==> config.mk <==
export PLATFORM = sky130hd
export DESIGN_NAME = shooter_feed_sequencer
export DESIGN_NICKNAME = d
export VERILOG_FILES = /design/src/rtl/core/sfs_pkg.sv /design/src/rtl/core/shooter_feed_sequencer.sv /design/src/rtl/core/sfs_loader.sv /design/src/rtl/core/sfs_filter.sv
export SDC_FILE = /design/constraint.sdc
export NUM_CORES = 2
export LEC_CHECK = 0
export BUFFER_PORTS_ARGS = -buffer_cell sky130_fd_sc_hd__buf_2
export CORE_AREA = 4 4 356 358
export CTS_CLUSTER_SIZE = 24
export DETAILED_ROUTE_END_ITERATION = 8
export DIE_AREA = 0 0 360 362
export PLACE_DENSITY_LB_ADDON = 0.15
export SYNTH_ARGS = -nofsm -noshare
export SYNTH_HDL_FRONTEND = slang
export SYNTH_SLANG_ARGS = --single-unit
==> constraint.sdc <==
create_clock -name aclk -period 15.2 [get_ports aclk]
set_input_delay 1.52 -clock aclk [delete_from_list [all_inputs] [get_ports aclk]]
set_output_delay 1.52 -clock aclk [all_outputs]
set_load 0.02 [all_outputs]
==> src/rtl/core/sfs_pkg.sv <==
// ----------------------------------------------------------------------------
// sfs_pkg: shared types and constants of the shooter feed sequencer
// Word layouts, register map, reset values and the structs that connect the
// loader, the friction filter and the top level.
// ----------------------------------------------------------------------------
package sfs_pkg;

    // Configuration port
    localparam int CFG_IDX_W  = 4;
    localparam int CFG_DATA_W = 24;

    // Register map
    localparam logic [CFG_IDX_W-1:0] CFG_SINGLE_HOLD  = 4'd0;
    localparam logic [CFG_IDX_W-1:0] CFG_TRIPLE_HOLD  = 4'd1;
    localparam logic [CFG_IDX_W-1:0] CFG_BACKOFF_HOLD = 4'd2;
    localparam logic [CFG_IDX_W-1:0] CFG_FILTER_RC    = 4'd3;
    localparam logic [CFG_IDX_W-1:0] CFG_FAST_SPEED   = 4'd4;
    localparam logic [CFG_IDX_W-1:0] CFG_DEFAULT_SPD  = 4'd5;
    localparam logic [CFG_IDX_W-1:0] CFG_STEP_ANGLE   = 4'd6;
    localparam logic [CFG_IDX_W-1:0] CFG_RATE_SCALE   = 4'd7;

    // Register reset values
    localparam logic [15:0] RST_SINGLE_HOLD  = 16'd1000;
    localparam logic [15:0] RST_TRIPLE_HOLD  = 16'd500;
    localparam logic [15:0] RST_BACKOFF_HOLD = 16'd400;
    localparam logic [23:0] RST_FILTER_RC    = 24'd200000;
    localparam logic [15:0] RST_FAST_SPEED   = 16'd40000;
    localparam logic [15:0] RST_DEFAULT_SPD  = 16'd40000;
    localparam logic [15:0] RST_STEP_ANGLE   = 16'd1620;
    localparam logic [15:0] RST_RATE_SCALE   = 16'd1620;

    // Load modes
    localparam logic [2:0] MODE_STOP    = 3'd0;
    localparam logic [2:0] MODE_SINGLE  = 3'd1;
    localparam logic [2:0] MODE_TRIPLE  = 3'd2;
    localparam logic [2:0] MODE_BURST   = 3'd3;
    localparam logic [2:0] MODE_REVERSE = 3'd4;

    // Bullet speed classes with a configured friction target
    localparam logic [1:0] CLASS_FAST    = 2'd2;
    localparam logic [1:0] CLASS_DEFAULT = 2'd3;

    typedef struct packed {
        logic [15:0] single_hold_ms;
        logic [15:0] triple_hold_ms;
        logic [15:0] backoff_hold_ms;
        logic [23:0] filter_rc_us;
        logic [15:0] fast_class_speed;
        logic [15:0] default_class_speed;
        logic [15:0] bullet_step_angle;
        logic [15:0] rate_to_speed_scale;
    } cfg_t;

    typedef struct packed {
        logic               shooter_on;
        logic [2:0]         feed_mode;
        logic               wheel_run;
        logic [1:0]         speed_class;
        logic signed [7:0]  fire_rate;
        logic signed [31:0] loader_angle;
        logic [31:0]        time_ms;
        logic [19:0]        interval_us;
    } in_t;

    typedef struct packed {
        logic               motors_enabled;
        logic               loader_update;
        logic               loader_speed_loop;
        logic signed [31:0] loader_reference;
        logic [15:0]        friction_reference;
        logic               shooter_ready;
    } out_t;

    // Loader part of one result
    typedef struct packed {
        logic               motors_enabled;
        logic               loader_update;
        logic               loader_speed_loop;
        logic signed [31:0] loader_reference;
        logic               shooter_ready;
    } loader_res_t;

    typedef struct packed {
        logic start;
        logic ack;
    } filt_ctrl_t;

    typedef struct packed {
        logic idle;
        logic done;
    } filt_stat_t;

endpackage

==> src/rtl/core/shooter_feed_sequencer.sv <==
// ----------------------------------------------------------------------------
// shooter_feed_sequencer: loader sequencing and friction target filtering
// Takes one control tick per word, sequences the loader (back-off, single,
// triple, burst, reverse) and smooths the friction wheel target with a
// first-order low-pass filter kept in unsigned Q16.
// ----------------------------------------------------------------------------
//
//   Channel | Ports                          | Word
//   --------+--------------------------------+-----------------------------
//   input   | s_valid, s_ready, s_data       | sfs_pkg::in_t, one tick
//   result  | m_valid, m_ready, m_data       | sfs_pkg::out_t, one per tick
//   config  | cfg_valid, cfg_ready, cfg_index, cfg_data | register write
//
// Flow: the result shows on m_valid and s_ready rises again only once the
//   filter has run its products, its sum and its 32-step restoring divider,
//   so a new tick is not taken before the last one is through; with a zero
//   filter denominator the divider is skipped.
// Reset: aresetn is synchronous, active low; it loads the register reset
//   values, clears loader state and the filter state, and empties m_valid.
// Stalls: a finished result waits in the output register while the next
//   tick is taken; a second result waits in the filter until the first leaves.
// Config writes are always taken (cfg_ready high); indexes past the map drop.
// ----------------------------------------------------------------------------
module shooter_feed_sequencer (
    input  logic                           aclk,
    input  logic                           aresetn,
    input  logic                           s_valid,
    output logic                           s_ready,
    input  sfs_pkg::in_t                   s_data,
    output logic                           m_valid,
    input  logic                           m_ready,
    output sfs_pkg::out_t                  m_data,
    input  logic                           cfg_valid,
    output logic                           cfg_ready,
    input  logic [sfs_pkg::CFG_IDX_W-1:0]  cfg_index,
    input  logic [sfs_pkg::CFG_DATA_W-1:0] cfg_data
);
    import sfs_pkg::*;

    cfg_t        cfg_reg;
    logic        m_valid_reg, m_valid_next;
    out_t        m_data_reg;

    logic        accept;
    logic        out_load;
    filt_ctrl_t  filt_ctrl;
    filt_stat_t  filt_stat;
    loader_res_t loader_res;
    logic [15:0] friction_ref;

    // Take a new tick only when the filter sequencer is free
    assign s_ready   = filt_stat.idle;
    assign accept    = s_valid & s_ready;
    assign cfg_ready = 1'b1;

    // Move a finished result into the output register when it is free
    assign out_load  = filt_stat.done & (~m_valid_reg | m_ready);

    assign filt_ctrl.start = accept;
    assign filt_ctrl.ack   = out_load;

    // Configuration registers
    always_ff @(posedge aclk) begin
        if (!aresetn) begin
            cfg_reg.single_hold_ms      <= RST_SINGLE_HOLD;
            cfg_reg.triple_hold_ms      <= RST_TRIPLE_HOLD;
            cfg_reg.backoff_hold_ms     <= RST_BACKOFF_HOLD;
            cfg_reg.filter_rc_us        <= RST_FILTER_RC;
            cfg_reg.fast_class_speed    <= RST_FAST_SPEED;
            cfg_reg.default_class_speed <= RST_DEFAULT_SPD;
            cfg_reg.bullet_step_angle   <= RST_STEP_ANGLE;
            cfg_reg.rate_to_speed_scale <= RST_RATE_SCALE;
        end else if (cfg_valid && cfg_ready) begin
            case (cfg_index)
                CFG_SINGLE_HOLD:  cfg_reg.single_hold_ms      <= cfg_data[15:0];
                CFG_TRIPLE_HOLD:  cfg_reg.triple_hold_ms      <= cfg_data[15:0];
                CFG_BACKOFF_HOLD: cfg_reg.backoff_hold_ms     <= cfg_data[15:0];
                CFG_FILTER_RC:    cfg_reg.filter_rc_us        <= cfg_data[23:0];
                CFG_FAST_SPEED:   cfg_reg.fast_class_speed    <= cfg_data[15:0];
                CFG_DEFAULT_SPD:  cfg_reg.default_class_speed <= cfg_data[15:0];
                CFG_STEP_ANGLE:   cfg_reg.bullet_step_angle   <= cfg_data[15:0];
                CFG_RATE_SCALE:   cfg_reg.rate_to_speed_scale <= cfg_data[15:0];
                default: begin
                    // drop writes past the register map
                end
            endcase
        end
    end

    // Loader: decides and registers its fields at acceptance
    sfs_loader u_loader (
        .aclk    (aclk),
        .aresetn (aresetn),
        .start   (accept),
        .item    (s_data),
        .cfg     (cfg_reg),
        .res     (loader_res)
    );

    // Friction filter: multi-cycle, signals done when its state is updated or held
    sfs_filter u_filter (
        .aclk               (aclk),
        .aresetn            (aresetn),
        .ctrl               (filt_ctrl),
        .item               (s_data),
        .cfg                (cfg_reg),
        .stat               (filt_stat),
        .friction_reference (friction_ref)
    );

    // Output register: hold until taken, advance on load
    always_comb begin
        m_valid_next = m_valid_reg;
        if (out_load) begin
            m_valid_next = 1'b1;
        end else if (m_ready) begin
            m_valid_next = 1'b0;
        end
    end

    always_ff @(posedge aclk) begin
        if (!aresetn) begin
            m_valid_reg <= 1'b0;
        end else begin
            m_valid_reg <= m_valid_next;
        end
    end

    always_ff @(posedge aclk) begin
        if (out_load) begin
            m_data_reg.motors_enabled     <= loader_res.motors_enabled;
            m_data_reg.loader_update      <= loader_res.loader_update;
            m_data_reg.loader_speed_loop  <= loader_res.loader_speed_loop;
            m_data_reg.loader_reference   <= loader_res.loader_reference;
            m_data_reg.friction_reference <= friction_ref;
            m_data_reg.shooter_ready      <= loader_res.shooter_ready;
        end
    end

    assign m_valid = m_valid_reg;
    assign m_data  = m_data_reg;

endmodule

==> src/rtl/core/sfs_loader.sv <==
// ----------------------------------------------------------------------------
// sfs_loader: loader mode sequencing
// Back-off arming, shot hold-off timing, angle and speed targets. State and
// the loader result fields are registered when a word is taken.
// ----------------------------------------------------------------------------
module sfs_loader (
    input  logic                 aclk,
    input  logic                 aresetn,
    input  logic                 start,
    input  sfs_pkg::in_t         item,
    input  sfs_pkg::cfg_t        cfg,
    output sfs_pkg::loader_res_t res
);
    import sfs_pkg::*;

    logic [2:0]         prev_mode_reg, prev_mode_next;
    logic               backoff_done_reg, backoff_done_next;
    logic               primed_reg, primed_next;
    logic [31:0]        hold_start_reg, hold_start_next;
    logic [15:0]        hold_len_reg, hold_len_next;
    loader_res_t        res_reg, res_next;

    logic               held;
    logic               upd;
    logic               spd;
    logic signed [33:0] angle_s;
    logic signed [33:0] step_s;
    logic signed [24:0] speed_prod;
    logic signed [33:0] ref_wide;
    logic [31:0]        ref_sat;

    assign held    = ({1'b0, hold_start_reg} + {17'b0, hold_len_reg}) > {1'b0, item.time_ms};
    assign angle_s = 34'(item.loader_angle);
    assign step_s  = $signed({18'b0, cfg.bullet_step_angle});
    assign speed_prod = item.fire_rate * $signed({1'b0, cfg.rate_to_speed_scale});

    always_comb begin
        prev_mode_next    = item.feed_mode;
        backoff_done_next = backoff_done_reg;
        primed_next       = primed_reg;
        hold_start_next   = hold_start_reg;
        hold_len_next     = hold_len_reg;
        upd               = 1'b0;
        spd               = 1'b0;
        ref_wide          = '0;

        // Leaving stop arms the back-off
        if ((item.feed_mode != MODE_STOP) && (prev_mode_reg == MODE_STOP)) begin
            backoff_done_next = 1'b0;
        end

        case (item.feed_mode)
            MODE_STOP: begin
                if (!backoff_done_next) begin
                    upd               = 1'b1;
                    ref_wide          = angle_s - step_s;
                    backoff_done_next = 1'b1;
                    primed_next       = 1'b0;
                    hold_start_next   = item.time_ms;
                    hold_len_next     = cfg.backoff_hold_ms;
                end
            end
            MODE_SINGLE: begin
                if (!held) begin
                    upd             = 1'b1;
                    ref_wide        = primed_reg ? angle_s + step_s
                                                 : angle_s + (step_s <<< 1);
                    primed_next     = 1'b1;
                    hold_start_next = item.time_ms;
                    hold_len_next   = cfg.single_hold_ms;
                end
            end
            MODE_TRIPLE: begin
                if (!held) begin
                    upd             = 1'b1;
                    ref_wide        = angle_s + step_s + (step_s <<< 1);
                    hold_start_next = item.time_ms;
                    hold_len_next   = cfg.triple_hold_ms;
                end
            end
            MODE_BURST, MODE_REVERSE: begin
                upd      = 1'b1;
                spd      = 1'b1;
                ref_wide = 34'(speed_prod);
            end
            default: begin
                upd = 1'b0;
            end
        endcase

        // Saturate to the signed 32-bit range
        if ((ref_wide[33:31] == 3'b000) || (ref_wide[33:31] == 3'b111)) begin
            ref_sat = ref_wide[31:0];
        end else if (ref_wide[33]) begin
            ref_sat = 32'h8000_0000;
        end else begin
            ref_sat = 32'h7FFF_FFFF;
        end

        res_next.motors_enabled    = item.shooter_on;
        res_next.loader_update     = upd;
        res_next.loader_speed_loop = upd & spd;
        res_next.loader_reference  = upd ? ref_sat : '0;
        res_next.shooter_ready     = item.wheel_run;
    end

    always_ff @(posedge aclk) begin
        if (!aresetn) begin
            prev_mode_reg    <= MODE_STOP;
            backoff_done_reg <= 1'b1;
            primed_reg       <= 1'b0;
            hold_start_reg   <= '0;
            hold_len_reg     <= '0;
        end else if (start) begin
            prev_mode_reg    <= prev_mode_next;
            backoff_done_reg <= backoff_done_next;
            primed_reg       <= primed_next;
            hold_start_reg   <= hold_start_next;
            hold_len_reg     <= hold_len_next;
        end
    end

    always_ff @(posedge aclk) begin
        if (start) begin
            res_reg <= res_next;
        end
    end

    assign res = res_reg;

endmodule

==> src/rtl/core/sfs_filter.sv <==
// ----------------------------------------------------------------------------
// sfs_filter: friction target low-pass filter
// One shared multiplier and one shared compare-subtract stage under a small
// sequencer: two products, one sum, then a 32-step restoring division.
// ----------------------------------------------------------------------------
module sfs_filter (
    input  logic                aclk,
    input  logic                aresetn,
    input  sfs_pkg::filt_ctrl_t ctrl,
    input  sfs_pkg::in_t        item,
    input  sfs_pkg::cfg_t       cfg,
    output sfs_pkg::filt_stat_t stat,
    output logic [15:0]         friction_reference
);
    import sfs_pkg::*;

    localparam int DivSteps = 32;
    localparam int CntW     = $clog2(DivSteps);

    typedef enum logic [2:0] {
        ST_IDLE,
        ST_MUL_A,
        ST_MUL_B,
        ST_SUM,
        ST_DIV,
        ST_DONE
    } state_t;

    state_t            state_reg;
    logic [15:0]       target_reg;
    logic [19:0]       dt_reg;
    logic [24:0]       den_reg;
    logic [55:0]       prod_reg;
    logic [55:0]       acc_reg;
    logic [24:0]       rem_reg;
    logic [DivSteps-1:0] quot_reg;
    logic [CntW-1:0]   cnt_reg;
    logic [31:0]       filt_reg;

    logic [15:0]       target_sel;
    logic [31:0]       mul_a;
    logic [23:0]       mul_b;
    logic [55:0]       mul_p;
    logic [56:0]       num;
    logic [25:0]       shifted;
    logic [25:0]       diff;
    logic              fit;

    always_comb begin
        target_sel = '0;
        if (item.wheel_run) begin
            if (item.speed_class == CLASS_FAST) begin
                target_sel = cfg.fast_class_speed;
            end else if (item.speed_class == CLASS_DEFAULT) begin
                target_sel = cfg.default_class_speed;
            end
        end
    end

    // Shared multiplier: target times interval, then old state times rc
    always_comb begin
        if (state_reg == ST_MUL_A) begin
            mul_a = {target_reg, 16'h0000};
            mul_b = {4'h0, dt_reg};
        end else begin
            mul_a = filt_reg;
            mul_b = cfg.filter_rc_us;
        end
    end

    assign mul_p   = 56'(mul_a) * 56'(mul_b);
    assign num     = {1'b0, acc_reg} + {1'b0, prod_reg};
    assign shifted = {rem_reg, quot_reg[DivSteps-1]};
    assign fit     = shifted >= {1'b0, den_reg};
    assign diff    = shifted - {1'b0, den_reg};

    always_ff @(posedge aclk) begin
        if (!aresetn) begin
            state_reg <= ST_IDLE;
            filt_reg  <= '0;
        end else begin
            case (state_reg)
                ST_IDLE: begin
                    if (ctrl.start) begin
                        target_reg <= target_sel;
                        dt_reg     <= item.interval_us;
                        den_reg    <= {1'b0, cfg.filter_rc_us} + {5'b0, item.interval_us};
                        state_reg  <= ST_MUL_A;
                    end
                end
                ST_MUL_A: begin
                    prod_reg  <= mul_p;
                    state_reg <= ST_MUL_B;
                end
                ST_MUL_B: begin
                    acc_reg   <= prod_reg;
                    prod_reg  <= mul_p;
                    state_reg <= ST_SUM;
                end
                ST_SUM: begin
                    // Zero denominator: hold the filter state
                    if (den_reg == '0) begin
                        state_reg <= ST_DONE;
                    end else begin
                        rem_reg   <= num[56:32];
                        quot_reg  <= num[31:0];
                        cnt_reg   <= CntW'(DivSteps - 1);
                        state_reg <= ST_DIV;
                    end
                end
                ST_DIV: begin
                    rem_reg  <= fit ? diff[24:0] : shifted[24:0];
                    quot_reg <= {quot_reg[DivSteps-2:0], fit};
                    cnt_reg  <= cnt_reg - 1'b1;
                    if (cnt_reg == '0) begin
                        filt_reg  <= {quot_reg[DivSteps-2:0], fit};
                        state_reg <= ST_DONE;
                    end
                end
                ST_DONE: begin
                    if (ctrl.ack) begin
                        state_reg <= ST_IDLE;
                    end
                end
                default: begin
                    state_reg <= ST_IDLE;
                end
            endcase
        end
    end

    assign stat.idle          = (state_reg == ST_IDLE);
    assign stat.done          = (state_reg == ST_DONE);
    assign friction_reference = filt_reg[31:16];

    a_start_when_idle: assert property (@(posedge aclk) disable iff (!aresetn)
        ctrl.start |-> state_reg == ST_IDLE)
        else $error("filter started while busy");

    a_start_to_mul: assert property (@(posedge aclk) disable iff (!aresetn)
        ctrl.start |=> state_reg == ST_MUL_A)
        else $error("filter did not begin after start");

    a_rem_below_den: assert property (@(posedge aclk) disable iff (!aresetn)
        state_reg == ST_DIV |-> rem_reg < den_reg)
        else $error("division remainder out of range");

    a_done_holds: assert property (@(posedge aclk) disable iff (!aresetn)
        (state_reg == ST_DONE) && !ctrl.ack |=> (state_reg == ST_DONE) && $stable(filt_reg))
        else $error("finished filter result not held");

endmodule

==> results.py <==
metrics = {
    "status": {
        "outcome": "complete, no violations",
    },
    "min_path": {
        "min_path_type": "reg -> reg",
    },
    "clock_network": {
        "cts.root.buffer_cell": "clkbuf_16",
        "insertion_delay_ns": 0.68,
        "cts-buffers-inserted": 69,
        "cts_setup_buffers": 0,
        "hold_buffers": 0,
        "cts.sinks": 548,
        "cts_buffer_depth": 3,
        "clkTransAtPathRegs_ns": 0.06,
        "cts_tree": "yes",
        "cts_resized": 0,
        "h-tree-depth": 3,
    },
    "global_routing": {
        "grt_usage_pct": 29.2,
        "grt_pass1_vias": 48400,
        "grt_overflow_total": 0,
        "antenna_found_initial": 19,
        "grt_pass1_wl_um": 294000,
        "grt_max_degree": 104,
    },
    "layout": {
        "final_area_um2": 66000,
        "n_fill_cell": 11600,
        "nNetsFinal": 8155,
        "flow.area_growth_from_synthesis_pct": 7.55,
        "drive_gt1_share_pct": 7.00,
        "fin_util_pct": 53.5,
        "instances_no_fill": 8518,
        "largest_reg_flops": 136,
    },
    "timing": {
        "final.setup.tns_ns": 0,
        "layout_setup_ws_ns": 4.96,
        "rsz0062_at_grt": "false",
        "slew_headroom_pct": 13.3,
        "clock_skew_ns": 0.0346,
        "slew_violations": 0,
        "hold_viol_final": 0,
        "period_minus_slack_ns": 10.24,
        "clock.fmax_ghz": 0.0977,
        "finalSetupViolations": 0,
        "worstMarginPinSlew_ns": 1.26,
        "hold_slack_ns": 0.411,
        "period_share_pct": 67.4,
    },
    "yosys": {
        "synth_compound_area_share_pct": 12.5,
        "synthMuxAreaShare_pct": 1.59,
        "synth_top_area_cell": "fa_1",
        "ys_seq_area_share_pct": 23.1,
        "synth.avg_cell_area_um2": 9.00,
        "syn_inst": 6817,
        "synthTopCellsByCount": "992 x nand2_1, 967 x inv_1, 751 x fa_1, 455 x ha_1, 418 x nor2_1",
        "synth-seq-cells": 548,
        "yosysMostFrequentCell": "nand2_1",
        "synth_warnings": 0,
        "synth_top_flop_cell": "edfxtp_1",
        "synth_top_family_by_area": "adder cells",
        "synth_xor_xnor_area_share_pct": 3.67,
        "synth_edf_count": 323,
        "syn-num-nets": 8155,
        "synth_area_leaders": "fa_1 24%, edfxtp_1 16%, ha_1 9.3%",
        "synthSimpleGateAreaFrac_pct": 17.1,
        "yosysUniqueCellTypes": 91,
        "synth_fa_ha_area_share_pct": 33.8,
        "syn_area_um2": 61400,
        "synthArstFlopShare_pct": 0,
        "yosysTopAreaCellShare_pct": 24.5,
    },
    "routing": {
        "routed_wl_um": 192000,
        "wl_per_cell_um": 22.6,
        "ant_nets": 0,
        "firstDrtPassIters": 6,
        "avgViaCountPerCell": 5.74,
        "via_count": 48900,
        "drc": 0,
        "first_iter_violations": 4090,
    },
    "critical_path": {
        "critPathSlowestCell": "mux2i_1",
        "worstSetupEndpointType": "register",
        "critPathRequiredTime_ns": 15.62,
        "path_class": "reg -> reg",
        "arrival_ns": 10.66,
        "crit_path_start_kind": "register",
        "path_max_fanout": 81,
        "slowest_delay_ns": 1.10,
        "crit_top_cell": "fa_1",
    },
    "power": {
        "switching_share_pct": 40.5,
        "switchingPower_mw": 2.72,
        "p_leak_nw": 30.6,
        "pwr-share-comb_pct": 46.6,
        "power.internal_mw": 3.99,
        "total_power_mw": 6.71,
        "p_seq_share_pct": 28.9,
        "ir_drop_mv": 0.0897,
        "power_frac_clock_pct": 24.5,
        "powerDensity_nw_per_um2": 102,
    },
    "placed_design": {
        "dp_cells": 8383,
        "place_hpwl_um": 150000,
        "postPlaceCellArea_um2": 63800,
        "portBuffers": 185,
        "post-place-ws_ns": 5.06,
        "gp_congestion": 0.978,
    },
    "floorplan": {
        "initial_utilization_pct": 49.8,
        "io_pins": 187,
        "die-width_um": 360,
        "design.core.area_um2": 123000,
        "dieArea_um2": 130000,
        "row_count": 129,
        "die_h_um": 362,
    },
    "run": {
        "maxCapViolCount": 0,
    },
}
[final timing paths]
kind,start,endpoint,slack (ns),depth (start not counted)
min reg2reg,u_loader.res[13],m_data[29],0.41,0
min,u_loader.res[13],m_data[29],0.41,0
max,u_filter.state_reg[2],u_filter.prod_reg[55],4.96,29
max reg2reg,u_filter.state_reg[2],u_filter.prod_reg[55],4.96,29
[critical path: cells and delay by family, from the launching register on]
family          cells  cell delay [ns]
compound gates      8             1.54
xor+xnor            1             0.10
fa+ha+maj           8             3.86
buf+inv             6             1.12
flops               1             0.59
mux                 1             1.10
simple gates        5             1.58
[power groups by stage]
stage	sequential (mW)	clock, mW	combinational (mW)
final	1.94	1.64	3.13
after global routing	1.95	1.73	3.49
after CTS	1.94	1.68	3.11
after detailed placement	1.97	0	3.10
after global placement	1.96	0	3.06
after floorplan	1.93	0	2.26
[cell type report]
class                           count  area, um^2  share of cell area (%)
Multi-Input combinational cell   4954       42300                    64.0
Inverter                          970        3640                    5.52
Antenna cell                       12        30.0                  0.0455
Tap cell                         1637        2050                    3.10
Timing Repair Buffer              274        1600                    2.42
Clock inverter                     32         340                   0.516
Sequential cell                   548       14200                    21.5
Clock buffer                       91        1890                    2.86
[layout by cell type (no fill, tap or decap), types with 70 or more instances in the layout]
cell type	instances
nor2_1	417
a21o_1	105
xor2_1	98
a21boi_0	183
ha_1	455
o21ai_0	154
dfxtp_1	225
and3_1	271
nor3_1	78
nand3_1	111
clkbuf_16	70
and2_1	121
xnor2_1	159
fa_1	751
edfxtp_1	323
a21oi_1	242
inv_1	967
nand2_1	991
buf_4	89
buf_2	184
[routing by layer]
metal	up-vias	track usage, %	part of all wire [%]
met5	-	0	0.018
met4	6	10.5	3.9
met3	338	5.05	7.6
met2	1825	48.1	47
met1	24200	39.0	41
li1	22500	-	-
[logic make-up (layout without fill, tap and decap cells)]
group | after synthesis | count (layout)
AOI/OAI and AO/OA | 1132 | 1132
and+or+nand+nor | 2265 | 2265
buffers and inverters | 1315 | 1367
adders and majority gates | 1206 | 1206
muxes | 93 | 93
xor gates and xnor gates | 257 | 257
DFF | 548 | 548
other | 1 | 13
No activity file was read; power rests on OpenSTA's default activity.
